$ cat src/bsr_pkg.sv
// Shared types and constants for the buffer swap ring manager.
// No dependencies; imported by bsr_ctrl and the top level.
`timescale 1ns / 1ps

package bsr_pkg;

    localparam int MAX_NODES_DEF  = 8;
    localparam int NODE_COUNT_RST = 3;
    localparam int CFG_AW         = 3;

    // register index, taken from paddr above the byte offset
    localparam logic [CFG_AW-3:0] REG_NODE_COUNT = 1'b0;

    typedef enum logic [1:0] {
        OP_BORROW_WR = 2'd0,
        OP_RETURN_WR = 2'd1,
        OP_BORROW_RD = 2'd2,
        OP_RETURN_RD = 2'd3
    } opcode_t;

    typedef enum logic [2:0] {
        ST_SWEEP,
        ST_IDLE,
        ST_LOOK,
        ST_LINK,
        ST_RET,
        ST_POST
    } state_t;

    typedef struct packed {
        opcode_t    opcode;
        logic [2:0] node_id;
    } req_word_t;

    typedef struct packed {
        logic       granted;
        logic [2:0] granted_node;
    } rsp_word_t;

endpackage

$ cat src/bsr_ram.sv
// Generic single-write, single-read RAM with registered read data.
// No dependencies.
`timescale 1ns / 1ps

module bsr_ram #(
    parameter int WIDTH = 8,
    parameter int DEPTH = 8
) (
    input  logic                     clk,
    input  logic                     we,
    input  logic [$clog2(DEPTH)-1:0] waddr,
    input  logic [WIDTH-1:0]         wdata,
    input  logic [$clog2(DEPTH)-1:0] raddr,
    output logic [WIDTH-1:0]         rdata
);

    logic [WIDTH-1:0] mem [DEPTH];

    always_ff @(posedge clk)
    begin
        if (we)
        begin
            mem[waddr] <= wdata;
        end
        rdata <= mem[raddr];
    end

endmodule

$ cat src/bsr_ctrl.sv
// Sequencer for the ring: link tables in two RAMs, cursor, output register.
// Depends on bsr_pkg and bsr_ram.
`timescale 1ns / 1ps

module bsr_ctrl #(
    parameter int MAX_NODES = bsr_pkg::MAX_NODES_DEF
) (
    input  logic                             clk,
    input  logic                             rst_n,
    input  logic                             rebuild,
    input  logic [$clog2(MAX_NODES+1)-1:0]   count,
    input  logic                             req_valid,
    output logic                             req_stall,
    input  bsr_pkg::req_word_t               req_word,
    output logic                             rsp_valid,
    input  logic                             rsp_stall,
    output bsr_pkg::rsp_word_t               rsp_word
);

    import bsr_pkg::*;

    localparam int LW = $clog2(MAX_NODES);
    localparam logic [LW-1:0] LAST_IDX = LW'(MAX_NODES - 1);

    state_t       state_reg, state_next;
    logic [LW-1:0] cur_reg, cur_next;
    opcode_t      op_reg, op_next;
    logic [2:0]   id_reg, id_next;
    logic [LW-1:0] taken_reg, taken_next;
    logic [LW-1:0] q_reg, q_next;
    logic [LW-1:0] sweep_reg, sweep_next;
    rsp_word_t    res_reg, res_next;
    rsp_word_t    rsp_reg, rsp_next;
    logic         rsp_valid_reg, rsp_valid_next;

    logic          n_we, p_we;
    logic [LW-1:0] n_waddr, n_wdata, n_raddr, n_rdata;
    logic [LW-1:0] p_waddr, p_wdata, p_raddr, p_rdata;
    logic [LW-1:0] t_sel, id_idx;
    logic          id_ok;

    bsr_ram #(.WIDTH(LW), .DEPTH(MAX_NODES)) u_next_ram (
        .clk   (clk),
        .we    (n_we),
        .waddr (n_waddr),
        .wdata (n_wdata),
        .raddr (n_raddr),
        .rdata (n_rdata)
    );

    bsr_ram #(.WIDTH(LW), .DEPTH(MAX_NODES)) u_prev_ram (
        .clk   (clk),
        .we    (p_we),
        .waddr (p_waddr),
        .wdata (p_wdata),
        .raddr (p_raddr),
        .rdata (p_rdata)
    );

    assign id_idx    = LW'(id_reg);
    assign id_ok     = 32'(id_reg) < 32'(count);
    assign t_sel     = (op_reg == OP_BORROW_WR) ? n_rdata : cur_reg;
    assign req_stall = (state_reg != ST_IDLE);
    assign rsp_valid = rsp_valid_reg;
    assign rsp_word  = rsp_reg;

    always_ff @(posedge clk or negedge rst_n)
    begin
        if (!rst_n)
        begin
            state_reg     <= ST_SWEEP;
            cur_reg       <= '0;
            sweep_reg     <= '0;
            rsp_valid_reg <= 1'b0;
        end
        else
        begin
            state_reg     <= state_next;
            cur_reg       <= cur_next;
            sweep_reg     <= sweep_next;
            rsp_valid_reg <= rsp_valid_next;
        end
    end

    always_ff @(posedge clk)
    begin
        op_reg    <= op_next;
        id_reg    <= id_next;
        taken_reg <= taken_next;
        q_reg     <= q_next;
        res_reg   <= res_next;
        rsp_reg   <= rsp_next;
    end

    always_comb
    begin
        state_next     = state_reg;
        cur_next       = cur_reg;
        op_next        = op_reg;
        id_next        = id_reg;
        taken_next     = taken_reg;
        q_next         = q_reg;
        sweep_next     = sweep_reg;
        res_next       = res_reg;
        rsp_next       = rsp_reg;
        rsp_valid_next = rsp_valid_reg && rsp_stall;
        n_we           = 1'b0;
        p_we           = 1'b0;
        n_waddr        = '0;
        n_wdata        = '0;
        p_waddr        = '0;
        p_wdata        = '0;
        n_raddr        = cur_reg;
        p_raddr        = cur_reg;

        case (state_reg)
            ST_SWEEP:
            begin
                // in-order ring over count entries, zeros above
                n_we    = 1'b1;
                p_we    = 1'b1;
                n_waddr = sweep_reg;
                p_waddr = sweep_reg;
                if (32'(sweep_reg) < 32'(count))
                begin
                    n_wdata = (32'(sweep_reg) + 32'd1 == 32'(count)) ? '0 : sweep_reg + 1'b1;
                    p_wdata = (sweep_reg == '0) ? LW'(count - 1'b1) : sweep_reg - 1'b1;
                end
                sweep_next = sweep_reg + 1'b1;
                if (sweep_reg == LAST_IDX)
                begin
                    sweep_next = '0;
                    state_next = ST_IDLE;
                end
            end
            ST_IDLE:
            begin
                if (req_valid)
                begin
                    op_next    = req_word.opcode;
                    id_next    = req_word.node_id;
                    state_next = ST_LOOK;
                end
            end
            ST_LOOK:
            begin
                // n_rdata holds next of the cursor
                res_next = '0;
                if (op_reg inside {OP_BORROW_WR, OP_BORROW_RD})
                begin
                    if (n_rdata == cur_reg)
                    begin
                        state_next = ST_POST;
                    end
                    else
                    begin
                        n_raddr    = t_sel;
                        p_raddr    = t_sel;
                        taken_next = t_sel;
                        state_next = ST_LINK;
                    end
                end
                else if (!id_ok)
                begin
                    state_next = ST_POST;
                end
                else
                begin
                    q_next     = n_rdata;
                    n_we       = 1'b1;
                    n_waddr    = cur_reg;
                    n_wdata    = id_idx;
                    p_we       = 1'b1;
                    p_waddr    = id_idx;
                    p_wdata    = cur_reg;
                    state_next = ST_RET;
                end
            end
            ST_LINK:
            begin
                // unlink taken: next[prev] = next, prev[next] = prev
                n_we     = 1'b1;
                n_waddr  = p_rdata;
                n_wdata  = n_rdata;
                p_we     = 1'b1;
                p_waddr  = n_rdata;
                p_wdata  = p_rdata;
                if (op_reg == OP_BORROW_RD)
                begin
                    cur_next = n_rdata;
                end
                res_next.granted      = 1'b1;
                res_next.granted_node = 3'(taken_reg);
                state_next = ST_POST;
            end
            ST_RET:
            begin
                n_we    = 1'b1;
                n_waddr = id_idx;
                n_wdata = q_reg;
                p_we    = 1'b1;
                p_waddr = q_reg;
                p_wdata = id_idx;
                if (op_reg == OP_RETURN_WR)
                begin
                    cur_next = id_idx;
                end
                state_next = ST_POST;
            end
            ST_POST:
            begin
                if (!rsp_valid_reg || !rsp_stall)
                begin
                    rsp_next       = res_reg;
                    rsp_valid_next = 1'b1;
                    state_next     = ST_IDLE;
                end
            end
            default:
            begin
                state_next = ST_SWEEP;
                sweep_next = '0;
            end
        endcase

        if (rebuild)
        begin
            state_next = ST_SWEEP;
            sweep_next = '0;
            cur_next   = '0;
        end
    end

    a_accept_to_look: assert property (@(posedge clk) disable iff (!rst_n)
        (req_valid && !req_stall && !rebuild) |=> state_reg == ST_LOOK)
        else $error("accepted word did not start the table lookup");

    a_cursor_range: assert property (@(posedge clk) disable iff (!rst_n)
        state_reg == ST_IDLE |-> 32'(cur_reg) < 32'(count))
        else $error("cursor outside the ring");

    a_post_holds: assert property (@(posedge clk) disable iff (!rst_n)
        (state_reg == ST_POST && rsp_valid_reg && rsp_stall && !rebuild)
            |=> state_reg == ST_POST)
        else $error("result left before the output register was free");

    a_fail_zero: assert property (@(posedge clk) disable iff (!rst_n)
        (rsp_valid_reg && !rsp_reg.granted) |-> rsp_reg.granted_node == 3'd0)
        else $error("node reported without a grant");

endmodule

$ cat src/buffer_swap_ring_manager_top.sv
// Top level of the buffer swap ring manager: APB register port and sequencer.
// Depends on bsr_pkg, bsr_ctrl and bsr_ram.
`timescale 1ns / 1ps

// Hands out and takes back buffer nodes kept in a circular doubly linked
// ring (next and prev tables in two small RAMs) with a cursor. Each request
// word goes from acceptance to a loaded result through ST_LOOK (read next
// of the cursor; a borrow also issues its second link read), ST_LINK or
// ST_RET (link writes) and ST_POST (load the output register). A refused
// borrow or an ignored return skips the link step. req_stall is high from
// acceptance until the result is loaded, so a new word is accepted only
// after the last one's result is loaded, and the load waits while an
// earlier result is still held by rsp_stall. The single read and write
// port of each link RAM is why the link accesses are spread over states.
// The result register lets the next request be accepted while a result
// waits. After reset and after every node_count write, the tables are
// rebuilt by an init sweep over all MAX_NODES entries, during which
// req_stall stays high. node_count is clamped to 1..MAX_NODES; a return of
// a node at or above node_count is ignored and answered with granted = 0.
module buffer_swap_ring_manager_top #(
    parameter int MAX_NODES = bsr_pkg::MAX_NODES_DEF
) (
    input  logic                       clk,
    input  logic                       rst_n,
    input  logic                       psel,
    input  logic                       penable,
    input  logic                       pwrite,
    input  logic [bsr_pkg::CFG_AW-1:0] paddr,
    input  logic [31:0]                pwdata,
    output logic [31:0]                prdata,
    output logic                       pready,
    input  logic                       req_valid,
    output logic                       req_stall,
    input  bsr_pkg::req_word_t         req_word,
    output logic                       rsp_valid,
    input  logic                       rsp_stall,
    output bsr_pkg::rsp_word_t         rsp_word
);

    import bsr_pkg::*;

    localparam int CW = $clog2(MAX_NODES + 1);
    localparam logic [CW-1:0] COUNT_RST =
        CW'((NODE_COUNT_RST > MAX_NODES) ? MAX_NODES : NODE_COUNT_RST);

    logic [CW-1:0] count_reg, count_next;
    logic          reg_hit, cfg_wr;
    logic [3:0]    wval;

    assign pready  = 1'b1;
    assign reg_hit = (paddr[CFG_AW-1:2] == REG_NODE_COUNT);
    assign cfg_wr  = psel && penable && pwrite && reg_hit;
    assign prdata  = reg_hit ? 32'(count_reg) : 32'd0;
    assign wval    = pwdata[3:0];

    always_comb
    begin
        count_next = count_reg;
        if (cfg_wr)
        begin
            if (wval == 4'd0)
            begin
                count_next = CW'(1);
            end
            else if (32'(wval) > MAX_NODES)
            begin
                count_next = CW'(MAX_NODES);
            end
            else
            begin
                count_next = CW'(wval);
            end
        end
    end

    always_ff @(posedge clk or negedge rst_n)
    begin
        if (!rst_n)
        begin
            count_reg <= COUNT_RST;
        end
        else
        begin
            count_reg <= count_next;
        end
    end

    bsr_ctrl #(.MAX_NODES(MAX_NODES)) u_ctrl (
        .clk       (clk),
        .rst_n     (rst_n),
        .rebuild   (cfg_wr),
        .count     (count_reg),
        .req_valid (req_valid),
        .req_stall (req_stall),
        .req_word  (req_word),
        .rsp_valid (rsp_valid),
        .rsp_stall (rsp_stall),
        .rsp_word  (rsp_word)
    );

endmodule
$ cat config.mk
export PLATFORM = sky130hd
export DESIGN_NAME = buffer_swap_ring_manager_top
export DESIGN_NICKNAME = d
export VERILOG_FILES = /design/src/bsr_pkg.sv /design/src/bsr_ram.sv /design/src/bsr_ctrl.sv /design/src/buffer_swap_ring_manager_top.sv
export SDC_FILE = /design/constraint.sdc
export NUM_CORES = 1
export LEC_CHECK = 0
export BUFFER_PORTS_ARGS = -buffer_cell sky130_fd_sc_hd__buf_2
export CAP_MARGIN = 15
export CORE_MARGIN = 1.5
export CORE_UTILIZATION = 50
export CTS_CLUSTER_DIAMETER = 50
export DETAILED_ROUTE_END_ITERATION = 8
export GPL_ROUTABILITY_DRIVEN = 0
export MAX_ROUTING_LAYER = met4
export PLACE_DENSITY = 0.84
export SLEW_MARGIN = 20
export SYNTH_ARGS = -nofsm -noshare
export SYNTH_HDL_FRONTEND = slang
export SYNTH_SLANG_ARGS = --single-unit
export TNS_END_PERCENT = 30
$ cat constraint.sdc
create_clock -name clk -period 8.15 [get_ports clk]
set_clock_uncertainty 0.15 [all_clocks]
set_input_delay 1.63 -clock clk [delete_from_list [all_inputs] [get_ports clk]]
set_output_delay 1.63 -clock clk [all_outputs]
set_load 0.05 [all_outputs]
# Word-level counts from Yosys, hierarchy flattened
# Memories as Yosys holds them, arrays and structs flattened. A register that Yosys moved wholly into a read port is not among the register bits.
# Cells that the tools add are included.
# op_classes
addsub,4
magnitude_cmp,3
eq_ne,17
muxes,42
bitwise_logic,3
n_reduce_logical,23
# op_table
op,n
2-to-1 mux 3 bit,23
one-hot mux 3 bit (4 select lines),4
one-hot mux 3 bit (5 select lines),1
2-to-1 mux 4 bit,3
"inequality test 3 x 2 -> 1 bit, second input constant",4
one-hot mux 3 bit (2 select lines),2
AND reduction 3 bit,4
"== test 3 bit, second input constant",3
less-than comparator 3 x 4 -> 1 bit,2
one-hot mux 4 bit (2 select lines),1
2-to-1 mux 1 bit,7
"== test 3 x 2 -> 1 bit, second input constant",2
logical NOT 3 bit,2
"subtractor 3 x 1 -> 3 bit, second input constant",2
OR reduction 5 bit,1
"adder 3 x 1 -> 4 bit, second input constant",1
== test 4 bit,1
"greater-than comparator 4 bit, second input constant",1
logical AND 1 bit,4
logical NOT 4 bit,1
AND reduction 2 bit,2
nonzero test 2 bit,2
"adder 3 x 1 -> 3 bit, second input constant",1
"== test 3 x 1 -> 1 bit, second input constant",1
other kinds (14),17
# totals
reg_bits,33
mem_bits_rw,48
in_bits,47
output_inout_bits,39
mem_count,2
# memory_table
memory,depth,word_bits,rd,rd_clocked_by_memory_dff,wr,line_no,source
u_ctrl.u_next_ram.mem,8,3,1,1,1,bsr_ram.sv:17,logic [WIDTH-1:0] mem [DEPTH];
u_ctrl.u_prev_ram.mem,8,3,1,1,1,bsr_ram.sv:17,

# Longest topological paths before layout
# depth
ltp_word,6
mapped_depth,9
mapped_depth_nobuf,8

# Cells and area by module
# Synthesis repeated with hierarchy kept, for this count alone.
# unflattened
hier_cells,316
area_unflattened_um2,4389.2
# modules_own_cells
module,instances,cells_per_inst,area_each_um2,seq_area_each_um2
bsr_ram,2,50,1042.2,780.7
bsr_ctrl,1,164,1850.5,820.8
buffer_swap_ring_manager_top,1,52,454.2,102.6

# Worst setup path after synthesis
# No wires, ideal clock.
# synth_path
kind,input port to output port
from,input paddr[2] in the netlist's numbering
to,output prdata[0]
arrival_time_ps,2319
path_slack_ps,4051
stages,1
path_buffers,0
cell_sequence,nor2b_1
# synth_between
elab_chain_cells,1
# synth_lines
item,line_no,source
from (decl),buffer_swap_ring_manager_top.sv:28,"input logic [bsr_pkg::CFG_AW-1:0] paddr,"
2-to-1 mux 4 bit,buffer_swap_ring_manager_top.sv:53,assign prdata = reg_hit ? 32'(count_reg) : 32'd0;
to (decl),buffer_swap_ring_manager_top.sv:30,"output logic [31:0] prdata,"
# Every way passes these cells.

# Worst setup path after layout
# layout_path
from,input paddr[2] in the netlist's numbering
to,output prdata[3]
# The elaborated chain is that of the path after synthesis.

==> reports/results.ini <==
[logic_synthesis]
synth_top_flop_cell = edfxtp_1
synth_area_per_cell_sq_um = 13.09
ys_types = 50
synth_seq_cells = 87
synth_warnings = 0
async_flop_share = 0.1609
synth_edf_count = 67
synth_top_area_cell = edfxtp_1
synthesis.area_sq_um = 4319
ys_seq_area_frac = 0.5753
synth.top_cell.area_share = 0.4658
synth_cells = 330
synth_area_leaders = edfxtp_1, dfrtp_1, mux2_2, buf_4, mux4_2

[finish]
finalNetCount = 409
final_common_cell = edfxtp_1
top_regs = u_ctrl.u_next_ram.mem: 24 flops, u_ctrl.u_prev_ram.mem: 24 flops
final_cell_area_sq_um = 4648
drive_gt1_frac = 0.2291
diodes = 0
final_cell_mix = edfxtp_1, conb_1, buf_2
fillers = 671
syn_to_final_growth_pct = 7.619

[sta]
fmax_mhz = 255.5
slew_headroom = 0.2474
drv_slew = 0
rsz0062_at_grt = no
finalSetupViolCount = 0
min_period_ps = 3913
tightest_slew_ps = 1113
finalCritPeriodShare = 0.4802
fin_tns_setup_ps = 0
hold_viol = 0

[critical_path]
worst-path-buf-inv = 2
required_ps = 6370
crit_chain = buf_2 > nor2b_1 > buf_2
slowest_delay_ps = 270
cp_top_family = buffers and inverters
critPathMostFrequentCell = buf_2
endpoint_kind = primary output
worst-path-stages = 3
crit_type = in -> out
startpoint_type = input port
cp_max_fo = 6
critPathSlowestCell = buf_2
reg2regPathDepth = 8
crit_arrival_ps = 2130

[detailed_routing]
first_iter_violations = 349
vias_per_cell = 5.916
ant_nets = 0
drtPass1Iterations = 5
wl_per_cell_microns = 18.27
drcViolationCount = 0
vias = 2739
routed_wl_microns = 8461

[global_routing]
grt_usage = 0.2074
grt_start_max_net_pins = 25
grt_pass1_wl_microns = 13340
antenna_found_initial = 0
overflow = 0
first_global_vias = 2673

[placed_design]
hpwl_microns = 6008
place_area_sq_um = 4422
port_buffers = 26

[clock_network]
clockBufferDepth = 2
ctsRootBufferMaster = clkbuf_8
ctsResizeCount = 0
numCtsBuffers = 9
clk_pin_slew_ps = 80
holdBufCountCts = 0
clock-sinks = 87
cts_setup_buffers = 0
h-tree-depth = 3
clock_latency_ps = 360
cts_tree = yes

[floorplan]
ios = 86
fp.dieArea_sq_um = 9204
start_util = 0.5204
core_area_sq_um = 8299
die_w_microns = 95.94
fp-row-count = 33
fp.dieH_microns = 95.94

[min_path]
holdPathStages = 0
min_path_type = reg -> reg

[power_and_ir_drop]
ir_drop_mv = 0.2135
p_leak_nw = 1.761
power.density_nw_per_um2 = 408.8

[job]
drv_cap = 0

[run_status]
status = complete, no violations

## final timing paths
| kind | slack, ps | start | end |
|---|---|---|---|
| min in group asynchronous | 1010 | rst_n | count_reg[2] |
| min | 280 | u_ctrl.res_reg[1] | u_ctrl.rsp_word[1] |
| min reg2reg | 280 | u_ctrl.res_reg[1] | u_ctrl.rsp_word[1] |
| max | 4240 | paddr[2] | prdata[3] |
| max in group asynchronous | 6550 | rst_n | count_reg[1] |
| max reg2reg | 4970 | count_reg[1] | u_ctrl.u_prev_ram.mem[6][2] |
## layer usage
layer | track usage | wire length, microns
met1 | 0.2421 | 3356
met2 | 0.3310 | 4270
met3 | 0.05608 | 572
met4 | 0.1029 | 261
met5 | - | 0
## layout make-up
| type | count | area, sq um | area share |
|---|---|---|---|
| clock buffers | 11 | 141.4 | 0.03042 |
| inverters | 8 | 30.03 | 0.006460 |
| repair buffers | 29 | 152.6 | 0.03284 |
| well taps | 105 | 131.4 | 0.02826 |
| clock inverters | 5 | 81.33 | 0.01750 |
| multi-input cells | 218 | 1627 | 0.3499 |
| flip-flops and latches | 87 | 2485 | 0.5346 |
## Yosys cell counts (2+ instances only)
| cell type | n |
|---|---|
| a211o_1 | 2 |
| a211oi_1 | 5 |
| a21oi_1 | 13 |
| a221o_1 | 10 |
| a221oi_1 | 4 |
| a22o_1 | 6 |
| and2_1 | 4 |
| buf_1 | 2 |
| buf_4 | 31 |
| clkbuf_1 | 10 |
| conb_1 | 2 |
| dfrtp_1 | 12 |
| dfstp_2 | 2 |
| dfxtp_1 | 6 |
| edfxtp_1 | 67 |
| ha_1 | 9 |
| inv_1 | 8 |
| mux2_1 | 2 |
| mux2_2 | 25 |
| mux2i_1 | 5 |
| mux4_2 | 6 |
| nand2_1 | 11 |
| nand2b_1 | 3 |
| nand3b_1 | 5 |
| nor2_1 | 20 |
| nor2b_1 | 8 |
| nor3_1 | 13 |
| nor3b_1 | 2 |
| nor4_1 | 6 |
| o21ai_0 | 6 |
| xnor2_1 | 5 |
| xor2_1 | 2 |
## metrics by stage
stage / power [mW] / util / hold WS, ps / setup WS [ps] / cells
after floorplan: 1.374 / - / 250.3 / 4051 / 357
after global placement: 1.512 / 0.5328 / 251.4 / 4255 / 447
after detailed placement: 1.562 / 0.5328 / 256.1 / 4232 / 447
after CTS: 1.895 / 0.5596 / 276.9 / 4231 / 463
after global routing: 1.997 / 0.5601 / 280.6 / 4195 / 463
final: 1.900 / 0.5601 / 275.2 / 4237 / 463
## power breakdown
part / total [mW] / switching (mW) / internal, mW
Clock: 0.333 / 0.151 / 0.182
Combinational: 0.750 / 0.453 / 0.297
Sequential: 0.818 / 0.111 / 0.707
## cell families after synthesis
| family | Yosys count | synth area share |
|---|---|---|
| simple gates | 80 | 0.09994 |
| compound gates | 54 | 0.09357 |
| buf+inv | 52 | 0.07242 |
| other cells | 2 | 0.001739 |
| mux | 39 | 0.1167 |
| fa+ha+maj | 9 | 0.02607 |
| xor+xnor | 7 | 0.01419 |
| flops | 87 | 0.5753 |
## worst reg2reg max path: stages (launching register included)
cell	delay, ps
dfstp_2	560
inv_1	80
ha_1	280
inv_1	40
o211ai_1	310
a21boi_1	110
buf_4	220
a221o_1	370
nor4_1	690
Note: power is estimated with default switching activity, not from simulation.
